## config.mk

```make
export PLATFORM = sky130hd
export DESIGN_NAME = afc_frame
export DESIGN_NICKNAME = d
export VERILOG_FILES = /design/src/design/afc_pkg.sv /design/src/design/afc_frame.sv
export SDC_FILE = /design/constraint.sdc
export NUM_CORES = 1
export LEC_CHECK = 0
export ABC_AREA = 1
export BUFFER_PORTS_ARGS = -buffer_cell sky130_fd_sc_hd__buf_4
export CAP_MARGIN = 20
export CELL_PAD_IN_SITES_DETAIL_PLACEMENT = 2
export CELL_PAD_IN_SITES_GLOBAL_PLACEMENT = 2
export CORE_MARGIN = 8
export CORE_UTILIZATION = 34
export CTS_CLUSTER_SIZE = 24
export DETAILED_ROUTE_END_ITERATION = 12
export MAX_ROUTING_LAYER = met4
export PLACE_DENSITY_LB_ADDON = 0.08
export SLEW_MARGIN = 20
export SYNTH_ARGS = -nofsm -noshare
export SYNTH_HDL_FRONTEND = slang
export SYNTH_SLANG_ARGS = --single-unit
```

## constraint.sdc

```tcl
create_clock -name clk -period 3.29 [get_ports clk]
set_input_delay 0.1645 -clock clk [delete_from_list [all_inputs] [get_ports clk]]
set_output_delay 0.1645 -clock clk [all_outputs]
set_load 0.05 [all_outputs]
```

## src/design/afc_pkg.sv

```systemverilog
// ----------------------------------------------------------------------------
// afc_pkg
// Shared types, register map and CRC-8 helper for the angle frame checker.
// ----------------------------------------------------------------------------
package afc_pkg;

    localparam int ANGLE_W   = 21;
    localparam int WARN_W    = 3;
    localparam int BYTE_W    = 8;
    localparam int APB_ADDR_W = 2;
    localparam int APB_DATA_W = 32;

    localparam logic [BYTE_W-1:0] CRC_POLY = 8'h07;
    localparam logic [BYTE_W-1:0] CRC_INIT = 8'h00;

    localparam logic [APB_ADDR_W-1:0] REG_CRC_ENABLE = 2'd0;

    typedef struct packed {
        logic [ANGLE_W-1:0] angle;
        logic [WARN_W-1:0]  warning;
        logic               status;
    } afc_result_t;

    // one byte through CRC-8, MSB first, no reflection
    function automatic logic [BYTE_W-1:0] crc8_update(
        input logic [BYTE_W-1:0] crc,
        input logic [BYTE_W-1:0] data
    );
        logic [BYTE_W-1:0] c;
        c = crc ^ data;
        for (int i = 0; i < BYTE_W; i++)
        begin
            if (c[BYTE_W-1])
                c = {c[BYTE_W-2:0], 1'b0} ^ CRC_POLY;
            else
                c = {c[BYTE_W-2:0], 1'b0};
        end
        return c;
    endfunction

endpackage

```

## src/design/afc_frame.sv

```systemverilog
// ----------------------------------------------------------------------------
// afc_frame
// Frame tracker: collects angle bytes, runs the CRC and builds the result.
// ----------------------------------------------------------------------------
module afc_frame (
    input  logic                 clk,
    input  logic                 rst_n,
    input  logic                 byte_valid,
    input  logic [7:0]           data_byte,
    input  logic                 first,
    input  logic                 crc_enable,
    output logic                 result_valid,
    output afc_pkg::afc_result_t result
);
    import afc_pkg::*;

    typedef enum logic [2:0] {
        POS_MID  = 3'd1,
        POS_LOW  = 3'd2,
        POS_CRC  = 3'd3,
        POS_IDLE = 3'd4
    } pos_t;

    pos_t               pos_reg, pos_next;
    logic [BYTE_W-1:0]  crc_reg, crc_next;
    logic [15:0]        high_reg, high_next;
    logic [BYTE_W-1:0]  low_reg, low_next;

    always_comb
    begin
        pos_next     = pos_reg;
        crc_next     = crc_reg;
        high_next    = high_reg;
        low_next     = low_reg;
        result_valid = 1'b0;
        result.angle   = {high_reg, low_reg[7:3]};
        result.warning = low_reg[2:0];
        result.status  = 1'b0;
        if (byte_valid)
        begin
            if (first)
            begin
                high_next = {data_byte, 8'h00};
                crc_next  = crc8_update(CRC_INIT, data_byte);
                pos_next  = POS_MID;
            end
            else
            begin
                case (pos_reg)
                    POS_MID:
                    begin
                        high_next = {high_reg[15:8], data_byte};
                        crc_next  = crc8_update(crc_reg, data_byte);
                        pos_next  = POS_LOW;
                    end
                    POS_LOW:
                    begin
                        low_next = data_byte;
                        crc_next = crc8_update(crc_reg, data_byte);
                        if (crc_enable)
                            pos_next = POS_CRC;
                        else
                        begin
                            pos_next       = POS_IDLE;
                            result_valid   = 1'b1;
                            result.angle   = {high_reg, data_byte[7:3]};
                            result.warning = data_byte[2:0];
                        end
                    end
                    POS_CRC:
                    begin
                        pos_next      = POS_IDLE;
                        result_valid  = 1'b1;
                        result.status = (crc_reg != data_byte);
                    end
                    default:
                        pos_next = POS_IDLE;
                endcase
            end
        end
    end

    always_ff @(posedge clk or negedge rst_n)
    begin
        if (!rst_n)
        begin
            pos_reg  <= POS_IDLE;
            crc_reg  <= CRC_INIT;
            high_reg <= '0;
            low_reg  <= '0;
        end
        else
        begin
            pos_reg  <= pos_next;
            crc_reg  <= crc_next;
            high_reg <= high_next;
            low_reg  <= low_next;
        end
    end

endmodule

```

==> impl_metrics.tcl, run 1 <==
set metrics [dict create \
    postSynth.asyncResetShare_pct 100 \
    cp_max_fo 17 \
    via_count 1983 \
    r2r_start "pos_reg[0]" \
    cp-startpoint "pos_reg[2]" \
    cts_buffers 5 \
    r2r_cells 8 \
    firstDrtPassIters 4 \
    hold_class "in2reg" \
    ys_ff_latch 35 \
    cts.sinks 35 \
    grt_usage_pct 16.7 \
    area.growth.synth_to_final_pct 19.6 \
    ys.flop_type "dfrtp_1" \
    power_density_nw_per_um2 723 \
    drive_above_1_share_pct 21.3 \
    io_buffers 38 \
    grt_pass1_vias 2314 \
    core_area_um2 6200 \
    fin_ws_ns 0.779 \
    synth_commonest_cells "nand2_1, dfrtp_1, o21ai_0" \
    wl_per_cell_um 16.8 \
    grt_pass1_wl_um 11400 \
    start_util_pct 34.2 \
    n_antenna_cell 0 \
    grt_max_degree 36 \
    tightest_slew_ns 0.772 \
    grt_antenna_before_repair 0 \
    largest_reg_flops 16 \
    report.final.slew_viol_count 0 \
    clock_skew_ns 0.00569 \
    ir_worst_vdd_mv 0.230 \
    cp.arrival_ns 2.35 \
    fin_crit_sh_pct 76.3 \
    period_minus_slack_ns 2.51 \
    viasPerCell 4.99 \
    synth.top_cell.area_share_pct 40.0 \
    boundaryPins 39 \
    synth_nets 298 \
    synth_cell_types 30 \
    ys_warn_count 0 \
    setup.worst_path.end "result[3]" \
    clockBufferDepth 2 \
    die_y_um 95.1 \
    yosys.area.top_type "dfrtp_1" \
    clock_latency_ns 0.28 \
    htree_levels 2 \
    worstSetupPathType "reg2out" \
    path_clk_slew_ns 0.07 \
    gp_congestion 0.767 \
    setup_tns_ns 0 \
    required_ns 3.13 \
    dpl_worst_slack_ns 1.06 \
    synth_most_common_cell "nand2_1" \
    die_x_um 95.1 \
    ys_seq_area_share_pct 41.3 \
    cp-start-kind "flip-flop" \
    dieArea_um2 9030 \
    drc_errors 0 \
    ant_nets 0 \
    postSynthAreaPerCell_um2 7.53 \
    crit_path_end_kind "primary output" \
    wirelength_um 6650 \
    p_leak_nw 1.35 \
    max_freq_mhz 398 \
    hold_viol_final 0 \
    setup_viol 0 \
    r2r_setup_slack_ns 1.45 \
    dp_hpwl_um 5240 \
    std_cell_rows 29 \
    rsz0062_at_grt "no" \
    synthTopCellsByArea "dfrtp_1, nand2_1, o21ai_0" \
    cts-root-buf "clkbuf_8" \
    cts_tree "done" \
    r2r_end "crc_reg[4]" \
    slew_headroom_pct 48.6 \
    overflow 0 \
    status "completed" \
    drv_cap 0 \
    syn_area_um2 2120 \
    synthCells 282 \
    synth_edf_count 0 \
    drtIter0Drc 25 \
    finalNetCount 336 \
]
cell type report:
cell class              instances  area [µm²]
well taps                      77        96.3
multi-input cells             211        1080
repair buffers                 39         295
inverters                      28         105
fillers                       736        3660
clock buffers                   6        82.6
flip-flops and latches         35         877
clock inverters                 1        5.00
placed cells by master (no fill, tap or decap):
cell,synthesis,layout
dfstp_2,1,1
or2_1,2,2
o31ai_1,2,2
o21ai_1,1,1
o21ai_0,30,30
dfrtp_1,34,34
dlygate4sd3_1,0,1
nand2_4,1,1
nor2_4,1,1
inv_1,23,23
xnor2_1,7,7
inv_2,5,5
nand2_2,3,3
xor2_1,8,8
or2_2,1,1
nand3_1,18,18
a22oi_1,1,1
nor3_2,1,1
buf_4,0,38
o21ai_2,9,9
a31oi_1,1,1
ha_1,3,3
clkinv_2,0,1
o22ai_1,2,2
o211ai_1,1,1
nand2_1,109,109
nor2_8,1,1
nor2_1,6,6
a21oi_1,3,3
clkbuf_8,0,6
report_power, final:
group | internal [mW] | switching, mW
logic | 0.305 | 0.604
clock network | 0.164 | 0.155
registers | 0.533 | 0.0752
total | 1.00 | 0.834
layer usage:
layer  vias up  GRT usage, %  routed length, µm
li1        973             -                  -
met1       970          18.9               2940
met2        33          30.0               3440
met3         7          2.60                209
met4         0          4.55                 65
met5         -             -                  0
per-stage QoR:
step / cell area, µm² / hold slack (ns) / utilization, % / std cells / total power, mW
6_report: 2540 / 0.0951 / 40.9 / 397 / 1.84
3_3_place_gp: 2440 / 0.155 / 39.4 / 389 / 1.50
2_1_floorplan: 2120 / -0.131 / - / 282 / 1.27
5_1_grt: 2540 / 0.0919 / 40.9 / 397 / 1.99
4_1_cts: 2540 / 0.0867 / 40.9 / 397 / 1.87
3_5_place_dp: 2440 / 0.163 / 39.4 / 389 / 1.54
critical path: stages (launching register included):
cell and delay, ns:
dfstp_2 0.55, inv_2 0.04, nand2_1 0.15, nor2_8 0.05, nand2_4 0.14, or2_1 0.63, nand2_1 0.16, o21ai_2 0.10
buf_4 0.22
worst min path at each step:
stage               cells after the start  slack (ns)     endpoint        from
finish                                  2         0.1   pos_reg[2]  byte_valid
global placement                        1        0.15  high_reg[8]       rst_n
floorplan                               0       -0.13   crc_reg[0]       rst_n
detailed placement                      1        0.16  high_reg[9]       rst_n
global route                            2        0.09   pos_reg[2]  byte_valid
CTS                                     2        0.09   pos_reg[2]  byte_valid
logic make-up (layout without fill, tap and decap cells):
group | count (synthesis) | after routing | share of synthesized area [%]
compound gates | 50 | 50 | 14.0
xor+xnor | 15 | 15 | 6.18
fa+ha+maj | 3 | 3 | 1.77
buf+inv | 36 | 74 | 7.95
flops | 35 | 35 | 41.3
simple gates | 143 | 143 | 28.8
repair_timing:
item                       4_1_cts  5_1_grt
setup endpoints to repair        0        0
gates resized for setup          0        0
hold buffers                     1        0
hold endpoints to repair        34        0
setup buffers                    0        0
No activity file was read; power rests on OpenSTA's default activity.
==> run 2: changes to the inputs <==
--- a/config.mk
+++ b/config.mk
@@ -5,13 +5,13 @@
 export SDC_FILE = /design/constraint.sdc
 export NUM_CORES = 1
 export LEC_CHECK = 0
-export ABC_AREA = 1
+export ABC_AREA = 0
 export BUFFER_PORTS_ARGS = -buffer_cell sky130_fd_sc_hd__buf_4
 export CAP_MARGIN = 20
 export CELL_PAD_IN_SITES_DETAIL_PLACEMENT = 2
 export CELL_PAD_IN_SITES_GLOBAL_PLACEMENT = 2
 export CORE_MARGIN = 8
-export CORE_UTILIZATION = 34
+export CORE_UTILIZATION = 35
 export CTS_CLUSTER_SIZE = 24
 export DETAILED_ROUTE_END_ITERATION = 12
 export MAX_ROUTING_LAYER = met4
==> constraint.sdc (replaced) <==
create_clock -name clk -period 2.4 [get_ports clk]
set_input_delay 0.12 -clock clk [delete_from_list [all_inputs] [get_ports clk]]
set_output_delay 0.12 -clock clk [all_outputs]
set_load 0.05 [all_outputs]
==> run 2 against run 1 <==
Net effect: first-iteration DRC count is 80% higher; highest routed layer unchanged; power increased by 47%; largest cell class unchanged; critical endpoint is now result[1]; count of clock-buffer cells in the layout stayed put.
==> impl_metrics.tcl, run 2 <==
set metrics [dict create \
    clock_skew_ns 0.00286 \
    overflow 0 \
    synth_commonest_cells "dfrtp_1, mux2_2, o21ai_0, xnor2_1, a21oi_1" \
    viasPerCell 5.28 \
    cts_tree "done" \
    r2r_start "crc_reg[2]" \
    ys_seq_area_share_pct 43.0 \
    r2r_end "crc_reg[3]" \
    finalNetCount 244 \
    boundaryPins 39 \
    finish.instance_area_um2 2460 \
    synth_nets 212 \
    synth.top_cell.area_share_pct 41.7 \
    start_util_pct 35.3 \
    dpl_worst_slack_ns 0.467 \
    cp-startpoint "pos_reg[0]" \
    postSynthAreaPerCell_um2 10.4 \
    period_minus_slack_ns 2.23 \
    max_freq_mhz 448 \
    finalPower_mw 2.70 \
    path_clk_slew_ns 0.08 \
    numPlacedInstances 295 \
    p_leak_nw 1.11 \
    ant_nets 0 \
    layout_common_cells "buf_4, dfrtp_1, mux2_2" \
    grt_pass1_wl_um 10200 \
    ir_worst_vdd_mv 0.368 \
    drv_cap 0 \
    drtIter0Drc 45 \
    ys_warn_count 0 \
    status "completed" \
    required_ns 2.28 \
    postSynth.asyncResetShare_pct 100 \
    finalNonFillerCells 304 \
    cts_resized 0 \
    setup_viol 0 \
    grt_usage_pct 15.7 \
    cp.arrival_ns 2.11 \
    dp_hpwl_um 4540 \
    clock_latency_ns 0.29 \
    cp-start-kind "flip-flop" \
    hold_viol_final 0 \
    crit_path_end_kind "primary output" \
    yosys.area.top_type "dfrtp_1" \
    die_x_um 92.4 \
    worstSetupPathType "reg2out" \
    syn_area_um2 2040 \
    n_antenna_cell 0 \
    setup_tns_ns 0 \
    cp_max_fo 8 \
    synth_edf_count 0 \
    grt_max_degree 36 \
    setup.worst_path.end "result[1]" \
    ys.flop_type "dfrtp_1" \
    crit_path_max_incr_delay_ns 0.41 \
    synthTopCellsByArea "dfrtp_1, mux2_2, xnor2_1" \
    placed_area_um2 2360 \
    cpMaxStageDelayCell "dfrtp_1" \
    final_common_cell "buf_4" \
    firstDrtPassIters 4 \
    wirelength_um 6130 \
    report.final.slew_viol_count 0 \
    path_cells "and2b_1 > nand3_2 > nor2_2 > mux2_2 > buf_4" \
    drc_errors 0 \
    ys_ff_latch 35 \
    cts_setup_buffers 0 \
    slew_headroom_pct 52.8 \
    cts_buffers 5 \
    area.growth.synth_to_final_pct 20.4 \
    r2r_cells 7 \
    gp_congestion 0.818 \
    power_density_nw_per_um2 1100 \
    r2r_setup_slack_ns 0.59 \
    synth_most_common_cell "dfrtp_1" \
    hold_slack_ns 0.0964 \
    wl_per_cell_um 20.2 \
    largest_reg_flops 16 \
    core_area_um2 5780 \
    fin_ws_ns 0.168 \
    drive_above_1_share_pct 33.2 \
    std_cell_rows 28 \
    die_y_um 92.4 \
    grt_pass1_vias 1939 \
    tightest_slew_ns 0.706 \
    synth_cell_types 34 \
    dieArea_um2 8530 \
    holdBufCountCts 1 \
    cts-root-buf "clkbuf_8" \
    hold_class "in2reg" \
    post-route-util_pct 42.5 \
    io_buffers 38 \
    synthCells 196 \
    cts.sinks 35 \
    clockBufferDepth 2 \
    grt_antenna_before_repair 0 \
    rsz0062_at_grt "no" \
    via_count 1606 \
    htree_levels 2 \
    fin_crit_sh_pct 93.0 \
]
## run 2: cell count changes after synthesis, sizes merged, moves of 7 or more
cell,change
o21ai,-23
clkbuf,+7
inv,-25
nand3,-10
mux2,+24
xnor2,+10
a22o,+8
nand2,-103
a21oi,+10
## run 2: worst min path at each step
stage | end | startpoint | depth (start not counted) | slack [ns]
2_1_floorplan | crc_reg[0] | rst_n | 0 | -0.18
6_report | pos_reg[2] | byte_valid | 2 | 0.1
5_1_grt | pos_reg[2] | byte_valid | 2 | 0.10
3_3_place_gp | high_reg[12] | rst_n | 1 | 0.11
3_5_place_dp | high_reg[12] | rst_n | 1 | 0.11
4_1_cts | pos_reg[2] | byte_valid | 2 | 0.09
## run 2: final cells by class
class | count | area (µm²)
fillers | 632 | 3320
multi-input cells | 143 | 1090
flip-flops and latches | 35 | 877
repair buffers | 40 | 303
well taps | 75 | 93.8
clock buffers | 6 | 72.6
clock inverters | 2 | 12.5
inverters | 3 | 11.3
## run 2: cell families (layout without fill, tap and decap cells)
kind of cell	Yosys count	in the layout	synth area share, %
compound gates	48	48	15.5
xor+xnor	29	29	13.5
fa+ha+maj	3	3	1.84
buf+inv	18	51	3.74
flops	35	35	43.0
mux	24	24	13.2
simple gates	39	39	9.20
## run 2: metal layers
metal,wire (µm),share of wire [%],GRT usage [%],vias to the layer above
li1,-,-,-,743
met1,2540,41,16.7,840
met2,3380,55,29.0,17
met3,153,2.5,3.72,6
met4,55,0.90,3.36,0
met5,0,0,-,-
## run 2: where the power goes
part | internal, mW | switching [mW]
clock network | 0.203 | 0.230
registers | 0.739 | 0.191
logic | 0.549 | 0.793
## run 2: worst max-delay path: cells and delay by family (launching register included)
family / cells / cell delay, ns
mux: 1 / 0.40
simple gates: 3 / 0.82
flops: 1 / 0.41
buf+inv: 1 / 0.19
